## config.mk

```make
export PLATFORM = sky130hd
export DESIGN_NAME = script_language_lexer
export DESIGN_NICKNAME = d
export VERILOG_FILES = /design/src/rtl/slex_pkg.sv /design/src/rtl/slex_scan.sv /design/src/rtl/slex_queue.sv /design/src/rtl/slex_emit.sv /design/src/rtl/script_language_lexer.sv
export SDC_FILE = /design/constraint.sdc
export NUM_CORES = 1
export LEC_CHECK = 0
export BUFFER_PORTS_ARGS = -buffer_cell sky130_fd_sc_hd__buf_2
export CORE_ASPECT_RATIO = 0.7
export CORE_UTILIZATION = 23
export CTS_CLUSTER_SIZE = 12
export DETAILED_ROUTE_END_ITERATION = 8
export HOLD_SLACK_MARGIN = 0.1
export RECOVER_POWER = 100
export SLEW_MARGIN = 20
export SYNTH_ARGS = -nofsm -noshare
export SYNTH_HDL_FRONTEND = slang
export SYNTH_SLANG_ARGS = --single-unit
```

## constraint.sdc

```tcl
create_clock -name clk -period 4.9 [get_ports clk]
set_clock_uncertainty 0.2 [all_clocks]
set_input_delay 0.49 -clock clk [delete_from_list [all_inputs] [get_ports clk]]
set_output_delay 0.49 -clock clk [all_outputs]
set_load 0.02 [all_outputs]
```

## src/rtl/slex_pkg.sv

```systemverilog
// shared types, token codes and keyword lookup for the lexer
package slex_pkg;

    // default longest word that is checked against the keyword list
    localparam int KW_MAX_LEN_DEF = 8;
    // result queue depth between scanner and emitter
    localparam int QUEUE_DEPTH = 4;

    // token codes
    localparam logic [5:0] T_ID     = 6'd0;
    localparam logic [5:0] T_NUM    = 6'd1;
    localparam logic [5:0] T_STR    = 6'd2;
    localparam logic [5:0] T_KW0    = 6'd3;
    localparam logic [5:0] T_ASSIGN = 6'd26;
    localparam logic [5:0] T_EQ     = 6'd27;
    localparam logic [5:0] T_NEQ    = 6'd28;
    localparam logic [5:0] T_LT     = 6'd29;
    localparam logic [5:0] T_LE     = 6'd30;
    localparam logic [5:0] T_GT     = 6'd31;
    localparam logic [5:0] T_GE     = 6'd32;
    localparam logic [5:0] T_ADD    = 6'd33;
    localparam logic [5:0] T_SUB    = 6'd34;
    localparam logic [5:0] T_MUL    = 6'd35;
    localparam logic [5:0] T_DIV    = 6'd36;
    localparam logic [5:0] T_POW    = 6'd37;
    localparam logic [5:0] T_CAT    = 6'd38;
    localparam logic [5:0] T_SEMI   = 6'd39;
    localparam logic [5:0] T_LPAR   = 6'd40;
    localparam logic [5:0] T_RPAR   = 6'd41;
    localparam logic [5:0] T_COMMA  = 6'd42;
    localparam logic [5:0] T_ERR    = 6'd43;
    localparam logic [5:0] T_EOF    = 6'd44;

    // result kinds
    localparam logic KIND_BYTE  = 1'b0;
    localparam logic KIND_TOKEN = 1'b1;

    // one result
    typedef struct packed {
        logic       kind;
        logic [5:0] code;
        logic [7:0] lex_byte;
    } res_t;

    // results caused by one input transaction (one or two)
    typedef struct packed {
        logic two;
        res_t r0;
        res_t r1;
    } entry_t;

    // keyword text, right-aligned, first character in the highest used byte
    function automatic logic [63:0] kw_text(input int i);
        logic [63:0] t;
        begin
            case (i)
                0:  t = 64'("if");
                1:  t = 64'("then");
                2:  t = 64'("else");
                3:  t = 64'("true");
                4:  t = 64'("false");
                5:  t = 64'("nil");
                6:  t = 64'("while");
                7:  t = 64'("do");
                8:  t = 64'("end");
                9:  t = 64'("function");
                10: t = 64'("local");
                11: t = 64'("return");
                12: t = 64'("read");
                13: t = 64'("write");
                14: t = 64'("and");
                15: t = 64'("or");
                16: t = 64'("not");
                17: t = 64'("break");
                18: t = 64'("elseif");
                19: t = 64'("for");
                20: t = 64'("in");
                21: t = 64'("repeat");
                22: t = 64'("until");
                default: t = '0;
            endcase
            return t;
        end
    endfunction

    function automatic logic [3:0] kw_len(input int i);
        logic [3:0] n;
        begin
            case (i)
                0, 7, 15, 20:             n = 4'd2;
                5, 8, 14, 16, 19:         n = 4'd3;
                1, 2, 3, 12:              n = 4'd4;
                4, 6, 10, 13, 17, 22:     n = 4'd5;
                11, 18, 21:               n = 4'd6;
                9:                        n = 4'd8;
                default:                  n = 4'd0;
            endcase
            return n;
        end
    endfunction

    // w holds word byte k at bits [8k+7:8k]; n is the word length (at most 8)
    function automatic logic [5:0] kw_lookup(input logic [63:0] w, input logic [3:0] n);
        logic [5:0]  code;
        logic [63:0] t;
        logic [3:0]  len;
        logic        hit;
        begin
            code = T_ID;
            for (int i = 0; i < 23; i++) begin
                t   = kw_text(i);
                len = kw_len(i);
                hit = (len == n);
                for (int k = 0; k < 8; k++) begin
                    if (k < int'(len) && w[8*k +: 8] != t[8*(int'(len)-1-k) +: 8])
                        hit = 1'b0;
                end
                if (hit)
                    code = T_KW0 + 6'(i);
            end
            return code;
        end
    endfunction

endpackage

```

## src/rtl/slex_scan.sv

```systemverilog
// front end: scanner state machine, one source byte per transaction
module slex_scan
    import slex_pkg::*;
#(
    parameter int KEYWORD_MAX_LEN = KW_MAX_LEN_DEF
)
(
    input  logic       clk,
    input  logic       rst_n,
    input  logic       take,        // input transaction accepted this cycle
    input  logic [7:0] char_code,
    input  logic       end_of_input,
    output logic       push,        // results to queue this cycle
    output entry_t     entry
);

    localparam int LW = $clog2(KEYWORD_MAX_LEN + 2);
    localparam int IW = $clog2(KEYWORD_MAX_LEN);

    // scan state codes
    localparam logic [4:0] S_START   = 5'd0;
    localparam logic [4:0] S_MINUS   = 5'd1;
    localparam logic [4:0] S_COMMENT = 5'd2;
    localparam logic [4:0] S_RIM     = 5'd3;
    localparam logic [4:0] S_BLOCK   = 5'd4;
    localparam logic [4:0] S_RIMEND  = 5'd5;
    localparam logic [4:0] S_IDENT   = 5'd6;
    localparam logic [4:0] S_NUMBER  = 5'd7;
    localparam logic [4:0] S_EQUAL   = 5'd8;
    localparam logic [4:0] S_DOTNUM  = 5'd9;
    localparam logic [4:0] S_DECIMAL = 5'd10;
    localparam logic [4:0] S_DOT     = 5'd11;
    localparam logic [4:0] S_TILDE   = 5'd12;
    localparam logic [4:0] S_LESS    = 5'd13;
    localparam logic [4:0] S_GREATER = 5'd14;
    localparam logic [4:0] S_STR     = 5'd15;
    localparam logic [4:0] S_EXPNUM  = 5'd16;
    localparam logic [4:0] S_LINE    = 5'd17;
    localparam logic [4:0] S_EXP     = 5'd18;
    localparam logic [4:0] S_EXPSIGN = 5'd19;
    localparam logic [4:0] S_ESC     = 5'd20;
    localparam logic [4:0] S_ESC2    = 5'd21;
    localparam logic [4:0] S_ESC3    = 5'd22;

    logic [4:0]    state_reg, state_next;
    logic [LW-1:0] wlen_reg, wlen_next;
    logic [9:0]    esc_reg, esc_next;
    logic [7:0]    wbuf_reg [KEYWORD_MAX_LEN];

    logic [7:0]  c;
    logic        eof, dig, alpha, space, wchar, is_e;
    logic [3:0]  dval;
    logic [9:0]  esc_sum;

    // start-state decode of the current byte
    logic [4:0]  st_state;
    logic        st_v;
    res_t        st_res;
    logic        st_ident;

    logic        wb_we;
    logic [7:0]  wb_data;
    logic        wb_first;
    logic [63:0] word;
    logic [5:0]  word_code;
    logic [1:0]  cnt;
    res_t        r0, r1;

    assign c     = char_code;
    assign eof   = end_of_input;
    assign dig   = !eof && (c >= "0") && (c <= "9");
    assign alpha = ((c >= "a") && (c <= "z")) || ((c >= "A") && (c <= "Z"));
    assign space = (c == " ") || ((c >= 8'd9) && (c <= 8'd13));
    assign wchar = !eof && (alpha || ((c >= "0") && (c <= "9")) || (c == "_"));
    assign is_e  = !eof && ((c == "e") || (c == "E"));
    assign dval  = 4'(c - "0");
    assign esc_sum = (esc_reg << 3) + (esc_reg << 1) + 10'(dval);

    // identifier classification
    always_comb
    begin
        for (int k = 0; k < 8; k++)
            word[8*k +: 8] = wbuf_reg[k];
        if (wlen_reg <= LW'(8))
            word_code = kw_lookup(word, 4'(wlen_reg));
        else
            word_code = T_ID;
    end

    // what the start state makes of this byte
    always_comb
    begin
        st_state = S_START;
        st_v     = 1'b0;
        st_res   = '{kind: KIND_TOKEN, code: T_ERR, lex_byte: 8'd0};
        st_ident = 1'b0;
        if (eof) begin
            st_v = 1'b1;
            st_res.code = T_EOF;
        end else if (space) begin
            st_v = 1'b0;
        end else if (alpha || c == "_") begin
            st_v = 1'b1;
            st_res = '{kind: KIND_BYTE, code: 6'd0, lex_byte: c};
            st_state = S_IDENT;
            st_ident = 1'b1;
        end else if ((c >= "0") && (c <= "9")) begin
            st_v = 1'b1;
            st_res = '{kind: KIND_BYTE, code: 6'd0, lex_byte: c};
            st_state = S_NUMBER;
        end else begin
            case (c)
                ";": begin st_v = 1'b1; st_res.code = T_SEMI;  end
                "+": begin st_v = 1'b1; st_res.code = T_ADD;   end
                "*": begin st_v = 1'b1; st_res.code = T_MUL;   end
                "/": begin st_v = 1'b1; st_res.code = T_DIV;   end
                "^": begin st_v = 1'b1; st_res.code = T_POW;   end
                "(": begin st_v = 1'b1; st_res.code = T_LPAR;  end
                ")": begin st_v = 1'b1; st_res.code = T_RPAR;  end
                ",": begin st_v = 1'b1; st_res.code = T_COMMA; end
                "-": st_state = S_MINUS;
                "=": st_state = S_EQUAL;
                ".": st_state = S_DOT;
                "~": st_state = S_TILDE;
                "<": st_state = S_LESS;
                ">": st_state = S_GREATER;
                "\"": st_state = S_STR;
                default: begin st_v = 1'b1; st_res.code = T_ERR; end
            endcase
        end
    end

    // main transition
    always_comb
    begin
        state_next = state_reg;
        wlen_next  = wlen_reg;
        esc_next   = esc_reg;
        wb_we      = 1'b0;
        wb_data    = c;
        wb_first   = 1'b0;
        cnt        = 2'd0;
        r0         = '{kind: KIND_BYTE, code: 6'd0, lex_byte: c};
        r1         = st_res;

        case (state_reg)
            S_START:
            begin
                state_next = st_state;
                cnt        = {1'b0, st_v};
                r0         = st_res;
                wb_first   = st_ident;
            end
            S_IDENT:
            begin
                if (wchar) begin
                    wb_we = (wlen_reg < LW'(KEYWORD_MAX_LEN));
                    if (wlen_reg <= LW'(KEYWORD_MAX_LEN))
                        wlen_next = wlen_reg + LW'(1);
                    cnt = 2'd1;
                end else begin
                    r0 = '{kind: KIND_TOKEN, code: word_code, lex_byte: 8'd0};
                    cnt = st_v ? 2'd2 : 2'd1;
                    state_next = st_state;
                    wb_first = st_ident;
                end
            end
            S_MINUS, S_EQUAL, S_DOT, S_TILDE, S_LESS, S_GREATER:
            begin
                r0 = '{kind: KIND_TOKEN, code: T_ERR, lex_byte: 8'd0};
                if (!eof && c == "-" && state_reg == S_MINUS) begin
                    state_next = S_COMMENT;
                end else if (!eof && c == "." && state_reg == S_DOT) begin
                    r0.code = T_CAT; cnt = 2'd1; state_next = S_START;
                end else if (!eof && c == "=" && state_reg != S_MINUS
                             && state_reg != S_DOT) begin
                    cnt = 2'd1;
                    state_next = S_START;
                    case (state_reg)
                        S_EQUAL: r0.code = T_EQ;
                        S_TILDE: r0.code = T_NEQ;
                        S_LESS:  r0.code = T_LE;
                        default: r0.code = T_GE;
                    endcase
                end else begin
                    case (state_reg)
                        S_MINUS:   r0.code = T_SUB;
                        S_EQUAL:   r0.code = T_ASSIGN;
                        S_LESS:    r0.code = T_LT;
                        S_GREATER: r0.code = T_GT;
                        default:   r0.code = T_ERR;
                    endcase
                    cnt = st_v ? 2'd2 : 2'd1;
                    state_next = st_state;
                    wb_first = st_ident;
                end
            end
            S_COMMENT, S_RIM, S_LINE:
            begin
                if (eof) begin
                    state_next = st_state;
                    cnt = {1'b0, st_v};
                    r0 = st_res;
                end else if (c == "\n") begin
                    state_next = S_START;
                end else if (c == "[" && state_reg == S_COMMENT) begin
                    state_next = S_RIM;
                end else if (c == "[" && state_reg == S_RIM) begin
                    state_next = S_BLOCK;
                end else begin
                    state_next = S_LINE;
                end
            end
            S_BLOCK, S_RIMEND:
            begin
                if (eof) begin
                    r0 = '{kind: KIND_TOKEN, code: T_ERR, lex_byte: 8'd0};
                    cnt = 2'd1;
                    state_next = S_START;
                end else if (c == "]") begin
                    state_next = (state_reg == S_RIMEND) ? S_START : S_RIMEND;
                end else begin
                    state_next = S_BLOCK;
                end
            end
            S_NUMBER, S_DECIMAL, S_EXPNUM:
            begin
                if (dig) begin
                    cnt = 2'd1;
                end else if (is_e && state_reg != S_EXPNUM) begin
                    cnt = 2'd1; state_next = S_EXP;
                end else if (!eof && c == "." && state_reg == S_NUMBER) begin
                    cnt = 2'd1; state_next = S_DOTNUM;
                end else begin
                    r0 = '{kind: KIND_TOKEN, code: T_NUM, lex_byte: 8'd0};
                    cnt = st_v ? 2'd2 : 2'd1;
                    state_next = st_state;
                    wb_first = st_ident;
                end
            end
            S_DOTNUM, S_EXP, S_EXPSIGN:
            begin
                cnt = 2'd1;
                if (dig) begin
                    state_next = (state_reg == S_DOTNUM) ? S_DECIMAL : S_EXPNUM;
                end else if (!eof && (c == "-" || c == "+") && state_reg == S_EXP) begin
                    state_next = S_EXPSIGN;
                end else begin
                    r0 = '{kind: KIND_TOKEN, code: T_ERR, lex_byte: 8'd0};
                    state_next = S_START;
                end
            end
            S_STR:
            begin
                if (eof) begin
                    r0 = '{kind: KIND_TOKEN, code: T_ERR, lex_byte: 8'd0};
                    cnt = 2'd1; state_next = S_START;
                end else if (c == "\"") begin
                    r0 = '{kind: KIND_TOKEN, code: T_STR, lex_byte: 8'd0};
                    cnt = 2'd1; state_next = S_START;
                end else if (c == "\\") begin
                    state_next = S_ESC;
                end else if (c >= 8'd32) begin
                    cnt = 2'd1;
                end
            end
            S_ESC:
            begin
                cnt = 2'd1;
                state_next = S_STR;
                if (eof) begin
                    r0 = '{kind: KIND_TOKEN, code: T_ERR, lex_byte: 8'd0};
                    state_next = S_START;
                end else if (c == "n") begin
                    r0.lex_byte = 8'd10;
                end else if (c == "t") begin
                    r0.lex_byte = 8'd9;
                end else if (c == "\\" || c == "\"") begin
                    r0.lex_byte = c;
                end else if (dig) begin
                    cnt = 2'd0;
                    esc_next = 10'(dval);
                    state_next = S_ESC2;
                end else begin
                    r0 = '{kind: KIND_TOKEN, code: T_ERR, lex_byte: 8'd0};
                    state_next = S_START;
                end
            end
            S_ESC2:
            begin
                if (dig) begin
                    esc_next = esc_sum;
                    state_next = S_ESC3;
                end else begin
                    r0 = '{kind: KIND_TOKEN, code: T_ERR, lex_byte: 8'd0};
                    cnt = 2'd1; state_next = S_START;
                end
            end
            S_ESC3:
            begin
                cnt = 2'd1;
                if (dig) begin
                    esc_next = esc_sum;
                    if (esc_sum == 10'd0 || esc_sum > 10'd255) begin
                        r0 = '{kind: KIND_TOKEN, code: T_ERR, lex_byte: 8'd0};
                        state_next = S_START;
                    end else begin
                        r0.lex_byte = esc_sum[7:0];
                        state_next = S_STR;
                    end
                end else begin
                    r0 = '{kind: KIND_TOKEN, code: T_ERR, lex_byte: 8'd0};
                    state_next = S_START;
                end
            end
            default:
            begin
                r0 = '{kind: KIND_TOKEN, code: T_ERR, lex_byte: 8'd0};
                cnt = 2'd1; state_next = S_START;
            end
        endcase

        if (wb_first)
            wlen_next = LW'(1);
    end

    assign push  = take && (cnt != 2'd0);
    assign entry = '{two: cnt[1], r0: r0, r1: r1};

    // control state
    always_ff @(posedge clk or negedge rst_n)
    begin
        if (!rst_n) begin
            state_reg <= S_START;
            wlen_reg  <= '0;
            esc_reg   <= '0;
        end else if (take) begin
            state_reg <= state_next;
            wlen_reg  <= wlen_next;
            esc_reg   <= esc_next;
        end
    end

    // first bytes of the current word
    always_ff @(posedge clk)
    begin
        if (take && wb_first)
            wbuf_reg[0] <= c;
        else if (take && wb_we)
            wbuf_reg[wlen_reg[IW-1:0]] <= wb_data;
    end

endmodule

```

## src/rtl/slex_queue.sv

```systemverilog
// short result queue between scanner and emitter
module slex_queue
    import slex_pkg::*;
(
    input  logic   clk,
    input  logic   rst_n,
    input  logic   push,
    input  entry_t push_data,
    output logic   full,
    input  logic   pop,
    output logic   empty,
    output entry_t head
);

    localparam int PW = $clog2(QUEUE_DEPTH);

    entry_t          mem_reg [QUEUE_DEPTH];
    logic [PW-1:0]   wptr_reg, rptr_reg;
    logic [PW:0]     count_reg;

    assign full  = (count_reg == (PW+1)'(QUEUE_DEPTH));
    assign empty = (count_reg == '0);
    assign head  = mem_reg[rptr_reg];

    // pointers and fill level
    always_ff @(posedge clk or negedge rst_n)
    begin
        if (!rst_n) begin
            wptr_reg  <= '0;
            rptr_reg  <= '0;
            count_reg <= '0;
        end else begin
            if (push)
                wptr_reg <= (wptr_reg == PW'(QUEUE_DEPTH - 1)) ? '0 : wptr_reg + PW'(1);
            if (pop)
                rptr_reg <= (rptr_reg == PW'(QUEUE_DEPTH - 1)) ? '0 : rptr_reg + PW'(1);
            if (push && !pop)
                count_reg <= count_reg + (PW+1)'(1);
            else if (pop && !push)
                count_reg <= count_reg - (PW+1)'(1);
        end
    end

    // entry storage
    always_ff @(posedge clk)
    begin
        if (push)
            mem_reg[wptr_reg] <= push_data;
    end

endmodule

```

## src/rtl/slex_emit.sv

```systemverilog
// back end: sends the one or two results of each queued entry
module slex_emit
    import slex_pkg::*;
(
    input  logic        clk,
    input  logic        rst_n,
    input  logic        empty,
    input  entry_t      head,
    output logic        pop,
    output logic        m_tvalid,
    input  logic        m_tready,
    output logic [15:0] m_tdata,
    output logic [0:0]  m_tuser,
    output logic        m_tlast
);

    logic sel_reg;
    res_t cur;

    assign cur      = sel_reg ? head.r1 : head.r0;
    assign m_tvalid = !empty;
    assign m_tdata  = {2'b00, cur.lex_byte, cur.code};
    assign m_tuser  = cur.kind;
    assign m_tlast  = sel_reg || !head.two;
    assign pop      = m_tvalid && m_tready && m_tlast;

    // second-result select
    always_ff @(posedge clk or negedge rst_n)
    begin
        if (!rst_n)
            sel_reg <= 1'b0;
        else if (m_tvalid && m_tready)
            sel_reg <= !m_tlast;
    end

endmodule

```

## src/rtl/script_language_lexer.sv

```systemverilog
// top level of the streaming script language lexer
//
// Input stream: one source byte per transaction on s_tdata, s_tuser set
// marks end of input instead of a byte. Output stream: one result per
// transaction, m_tuser clear for a lexeme byte (in m_tdata[13:6]), set for
// a completed token (code in m_tdata[5:0]); m_tlast marks the last result
// of one input byte. A byte gives zero, one or two results.
// The scanner takes one byte per cycle while the queue is not full and
// writes its results into a four-entry queue in the same cycle; the first
// result shows on the output in the cycle after the byte is taken if the
// queue was empty. The emitter drains one result per cycle while m_tready
// is high, so the sustained rate is one byte per cycle while bytes give at
// most one result. When the receiver stalls the queue fills and s_tready
// drops once it is full; nothing is lost. Reset empties the queue and
// returns the scanner to its start state; no clearing pass is needed.
module script_language_lexer
    import slex_pkg::*;
#(
    parameter int KEYWORD_MAX_LEN = KW_MAX_LEN_DEF
)
(
    input  logic        clk,
    input  logic        rst_n,
    input  logic        s_tvalid,
    output logic        s_tready,
    input  logic [7:0]  s_tdata,   // char_code
    input  logic [0:0]  s_tuser,   // end_of_input
    output logic        m_tvalid,
    input  logic        m_tready,
    output logic [15:0] m_tdata,   // token_code[5:0], lexeme_byte[13:6], zero fill
    output logic [0:0]  m_tuser,   // result_kind
    output logic        m_tlast
);

    logic   take, push, full, pop, empty;
    entry_t entry, head;

    assign s_tready = !full;
    assign take     = s_tvalid && s_tready;

    slex_scan #(
        .KEYWORD_MAX_LEN(KEYWORD_MAX_LEN)
    ) u_scan (
        .clk          (clk),
        .rst_n        (rst_n),
        .take         (take),
        .char_code    (s_tdata),
        .end_of_input (s_tuser[0]),
        .push         (push),
        .entry        (entry)
    );

    slex_queue u_queue (
        .clk       (clk),
        .rst_n     (rst_n),
        .push      (push),
        .push_data (entry),
        .full      (full),
        .pop       (pop),
        .empty     (empty),
        .head      (head)
    );

    slex_emit u_emit (
        .clk      (clk),
        .rst_n    (rst_n),
        .empty    (empty),
        .head     (head),
        .pop      (pop),
        .m_tvalid (m_tvalid),
        .m_tready (m_tready),
        .m_tdata  (m_tdata),
        .m_tuser  (m_tuser),
        .m_tlast  (m_tlast)
    );

endmodule
```

### After elaboration in Yosys (flattened, before gate mapping)

Memory sizes are Yosys's and may differ from the RTL's.
Cells that the tools add are included.

| storage, ports and cells | value |
|---|---|
| register bits | 26 |
| word-level logic and storage cells | 1205 |
| bits of input ports | 13 |
| memories | 2 |
| output and inout port bits | 20 |
| memory bits (writable) | 188 |

| cells by class | value |
|---|---|
| reduce and logical (&&, ||, !) cells | 250 |
| order comparisons | 60 |
| add/subtract/negate cells | 56 |
| equal/unequal tests | 252 |
| shifts and indexed selects | 184 |
| multiplexer cells | 394 |

Memories:

| name | words | bits a word | read ports | clocked after Yosys merged registers in | write ports | line | text |
|---|---|---|---|---|---|---|---|
| u_queue.mem_reg | 4 | 31 | 1 | 0 | 1 | slex_queue.sv:17 | `entry_t mem_reg [QUEUE_DEPTH];` |
| u_scan.wbuf_reg | 8 | 8 | 8 | 0 | 1 | slex_scan.sv:48 | `logic [7:0] wbuf_reg [KEYWORD_MAX_LEN];` |

Operators with widths:

| kind | number |
|---|---|
| 64-bit by 32-bit variable part select with 8-bit output | 146 |
| 64-bit 2-to-1 mux | 23 |
| 8-bit inequality test | 184 |
| 64-bit by 8-bit variable part select with 8-bit output | 22 |
| 64-bit by 9-bit variable part select with 8-bit output | 16 |
| 15-bit 2-to-1 mux | 16 |
| 1-bit 2-to-1 mux | 238 |
| 1-bit logical AND | 213 |
| 5-bit 2-to-1 mux | 40 |
| 15-bit one-hot mux with 11 select lines | 1 |
| 5-bit by 4-bit subtractor with 6-bit output, second input constant | 20 |
| 29-bit by 4-bit subtractor with 29-bit output, second input constant | 4 |
| 8-bit by 6-bit equality test with 1-bit output, second input constant | 14 |
| 3-bit by 4-bit < comparator with 1-bit output, first input constant | 24 |
| 8-bit by 7-bit equality test with 1-bit output, second input constant | 10 |
| 4-bit 2-to-1 mux | 20 |
| 5-bit by 3-bit subtractor with 6-bit output, second input constant | 10 |
| 29-bit by 3-bit subtractor with 29-bit output, second input constant | 2 |
| 8-bit 2-to-1 mux | 7 |
| 5-bit one-hot mux with 11 select lines | 1 |
| 9-bit 2-to-1 mux | 6 |
| 1-bit by 4-bit < comparator with 1-bit output, first input constant | 12 |
| 2-bit by 4-bit < comparator with 1-bit output, first input constant | 12 |
| 5-bit by 4-bit equality test with 1-bit output, second input constant | 8 |
| other kinds (57) | 147 |

### Longest topological paths before layout

| depth | value |
|---|---|
| depth in word-level cells | 41 |
| depth in mapped cells | 16 |
| mapped depth without buffers | 14 |

### By module

A second synthesis with hierarchy kept.

| second synthesis, totals | value |
|---|---|
| cells, all modules | 966 |
| area, all modules | 11815.1 µm² |

Modules (own cells, without submodules):

| module | area each (µm²) | sequential area each (µm²) | times used | cells each |
|---|---|---|---|---|
| slex_scan | 6562.5 | 2372.3 | 1 | 738 |
| slex_queue | 4928.5 | 3898.7 | 1 | 199 |
| slex_emit | 314.1 | 25.0 | 1 | 27 |
| script_language_lexer | 10.0 | 0.0 | 1 | 2 |

### Worst setup path before layout

OpenSTA, ideal clock, no wires.

| timing | value |
|---|---|
| path type | input-to-reg |
| from | in s_tdata[3] |
| to | mem u_queue.mem_reg[0][23] (netlist name) (data pin) |
| path slack | 1.285 ns |
| library setup time | 0.287 ns |
| data arrival time | 3.129 ns |
| buffers on the path | 0 |
| stages on the path | 9 |
| data required time | 4.413 ns |
| path through | fa_1 > ha_1 > a211oi_1 > nor2_1 > o41a_1 > xnor2_1 > o2111ai_1 > and3_1 > or4_1 |

RTL lines:

| item | line | text |
|---|---|---|
| start, declared | script_language_lexer.sv:26 | `input logic [7:0] s_tdata,` |
| end, declared | slex_queue.sv:17 |  |

==> flow_summary.ini <==
[status]
status = complete, but fails checks
violations = max-capacitance violations, max-slew violations

[sta]
worst_hold_slack_ns = 0.2060
tns_ns = 0
rsz0062_at_grt = false
layout_setup_ws_ns = 0.3120
period_minus_slack_ns = 4.588
final-setup-viol-count = 0
min_period_over_period_pct = 93.63
max_freq_mhz = 218.0
worst-slew-pin-transition_ns = 1.903
slew_headroom_pct = -26.84
drv_slew = 59
hold_viol_final = 0

[die]
io-pin-count = 33
core_um2 = 47950
initial_utilization_pct = 23.39
die_h_um = 186.8
die_area_um2 = 49670
fp-row-count = 67
fp.dieW_um = 266.0

[power]
total_power_mw = 5.963
power_frac_comb_pct = 33.3
powerDensity_nw_per_um2 = 463.2
internal_power_mw = 3.883
clock_power_share_pct = 26.8
p_seq_share_pct = 40.0
swShare_pct = 34.88
ir_worst_vdd_mv = 0.2243
cellLeakagePower_nw = 4.224
power_switching_mw = 2.080

[setup_path]
critical_path.cell_chain = fa_1 > inv_1 > fa_1 > nor2b_1 > o21ai_0 > a21oi_1 > o2111ai_1 > or4_1 > o21ai_0
r2r-end = u_queue.mem_reg[1][18]
r2r_setup_slack_ns = 0.31
worstSetupEndpoint = u_queue.mem_reg[1][18]
cpPeakStageDelay_ns = 0.64
r2r_cells = 9
critPathRequiredTime_ns = 4.91
timing.rr.start = u_scan.esc_reg[0]
cp-start-kind = flip-flop
cp-end-kind = flip-flop
crit_start = u_scan.esc_reg[0]
crit_type = flip-flop to flip-flop
crit_slowest_cell = o21ai_0
critPathMaxFanout = 5
worstPathArrival_ns = 4.60

[clock_tree]
clock_latency_ns = 0.52
postCtsHoldBufs = 2
clock-sinks = 206
clock_path_buffers = 3
path_clk_slew_ns = 0.06
h-tree-depth = 1
cts-resized-gates = 0
cts_tree = built
postCtsSetupBuffers = 0
cts_made_buffers = 23
clockRootBuffer = clkbuf_16

[placed_design]
dp_hpwl_um = 25860
post_dp_cell_area_um2 = 12300
dp.cells = 1635
place_congestion = 1.022
io_buffer_count = 30
pre_cts_slack_ns = 0.2901

[finish]
largest_reg_flops = 116
drive_above_1_share_pct = 12.30
multi_input_area_um2 = 4851
final_cell_area_um2 = 12870
regArea_um2 = 6057
layout.nets = 1047
utilization_pct = 26.85
stdcell_count = 1671
n_antenna_cell = 0
area_growth_pct = 14.77
fillCellCount = 5055

[route]
met3WireLength_um = 3513
drt_iter0_drc = 1144
dr_total_vias = 8407
dr_wl_met2_um = 13790
viasPerCell = 5.031
drc = 0
avgRoutedWirePerCell_um = 21.04
dr.max_layer_used = met5
ant_nets = 0
drt-total-wl_um = 35150
dr.pass1.iters = 7
met1Wirelength_um = 17410

[hold_path]
min_path_type = primary input to flip-flop

[synthesis]
ys.flop_type = edfxtp_1
yosys.area.top_type = edfxtp_1
synthTopCellsByCount = edfxtp_1, nand2_1, nor2_1
netlist_instances = 954
synth_edf_count = 180
ys_seq_area_share_pct = 53.99
synth_area_leaders = edfxtp_1, mux4_2, dfrtp_1, nand2_1, ha_1
syn_area_per_cell_um2 = 11.76
ys_types = 85
synth.top_cell.area_share_pct = 48.19
ys_ff_latch = 206
yosys_warnings = 75
yosysMostFrequentCell = edfxtp_1
synth-async-reset-ratio_pct = 12.62
syn_area_um2 = 11220

[grt]
grt_overflow = 0
grt_pass1_vias = 8095
gr-usage-all-layers_pct = 13.94
grt_first_pass_wirelength_um = 52560
antenna_found_initial = 2
grt_max_degree = 32

[flow_run]
maxCapViolCount = 2
-- power by group through the flow --
stage          clock network, mW  logic (mW)  registers (mW)
2_1_floorplan                  0        1.37            2.33
3_3_place_gp                   0        2.02            2.41
3_5_place_dp                   0        2.02            2.42
4_1_cts                     1.63        2.03            2.38
5_1_grt                     1.70        2.15            2.42
6_report                    1.60        1.98            2.38
-- cell usage in the layout, fill, tap and decap left out, types with 13 or more instances in the layout --
cell type,instances
dfrtp_1,25
ha_1,24
clkbuf_1,34
nand4_1,14
edfxtp_1,180
nand2b_1,16
mux4_2,29
buf_4,23
nand4b_1,15
nor2b_1,19
nor2_1,76
o21ai_0,47
nand3_1,37
nand2_1,81
inv_1,25
clkbuf_16,23
a21oi_1,36
mux2_2,13
nor4_1,19
nor3_1,28
and3_1,16
-- layout make-up --
cell class	count	share of cell area [%]
multi-input cells	680	37.68
flip-flops and latches	206	47.05
clock inverters	8	0.6026
well taps	655	6.366
clock buffers	26	4.558
repair buffers	70	2.945
inverters	26	0.7970
-- how the worst min path moves through the flow --
| stage | to | slack [ns] | depth (start not counted) | start |
|---|---|---|---|---|
| 2_1_floorplan | u_emit.sel_reg | -0.006 | 0 | rst_n |
| 3_3_place_gp | u_queue.count_reg[2] | 0.28 | 1 | u_queue.count_reg[2] |
| 3_5_place_dp | u_queue.count_reg[2] | 0.28 | 1 | u_queue.count_reg[2] |
| 4_1_cts | u_scan.wbuf_reg[2][3] | 0.12 | 1 | s_tdata[3] |
| 5_1_grt | u_scan.wbuf_reg[2][3] | 0.23 | 1 | s_tdata[3] |
| 6_report | u_scan.wbuf_reg[2][3] | 0.21 | 1 | s_tdata[3] |
-- routing by layer --
metal | vias up | global-route usage [%]
li1 | 3812 | -
met1 | 4158 | 22.02
met2 | 389 | 18.62
met3 | 46 | 4.117
met4 | 2 | 2.011
met5 | - | 0
-- logic make-up after synthesis --
kind of cell / synth area share, %
compound gates: 9.917
xor+xnor: 1.249
fa+ha+maj: 3.391
buf+inv: 2.711
flops: 53.99
mux: 8.087
other cells: 0.03343
simple gates: 20.62
-- worst max-delay path, delay by kind of cell, from the launching register on --
family                     cells  cell delay [ns]
AOI/OAI and AO/OA              4             1.81
adders and majority gates      2             1.00
buffers and inverters          1             0.07
DFF                            1             0.41
and+or+nand+nor                2             0.78
Power figures use the tool's default switching activity.
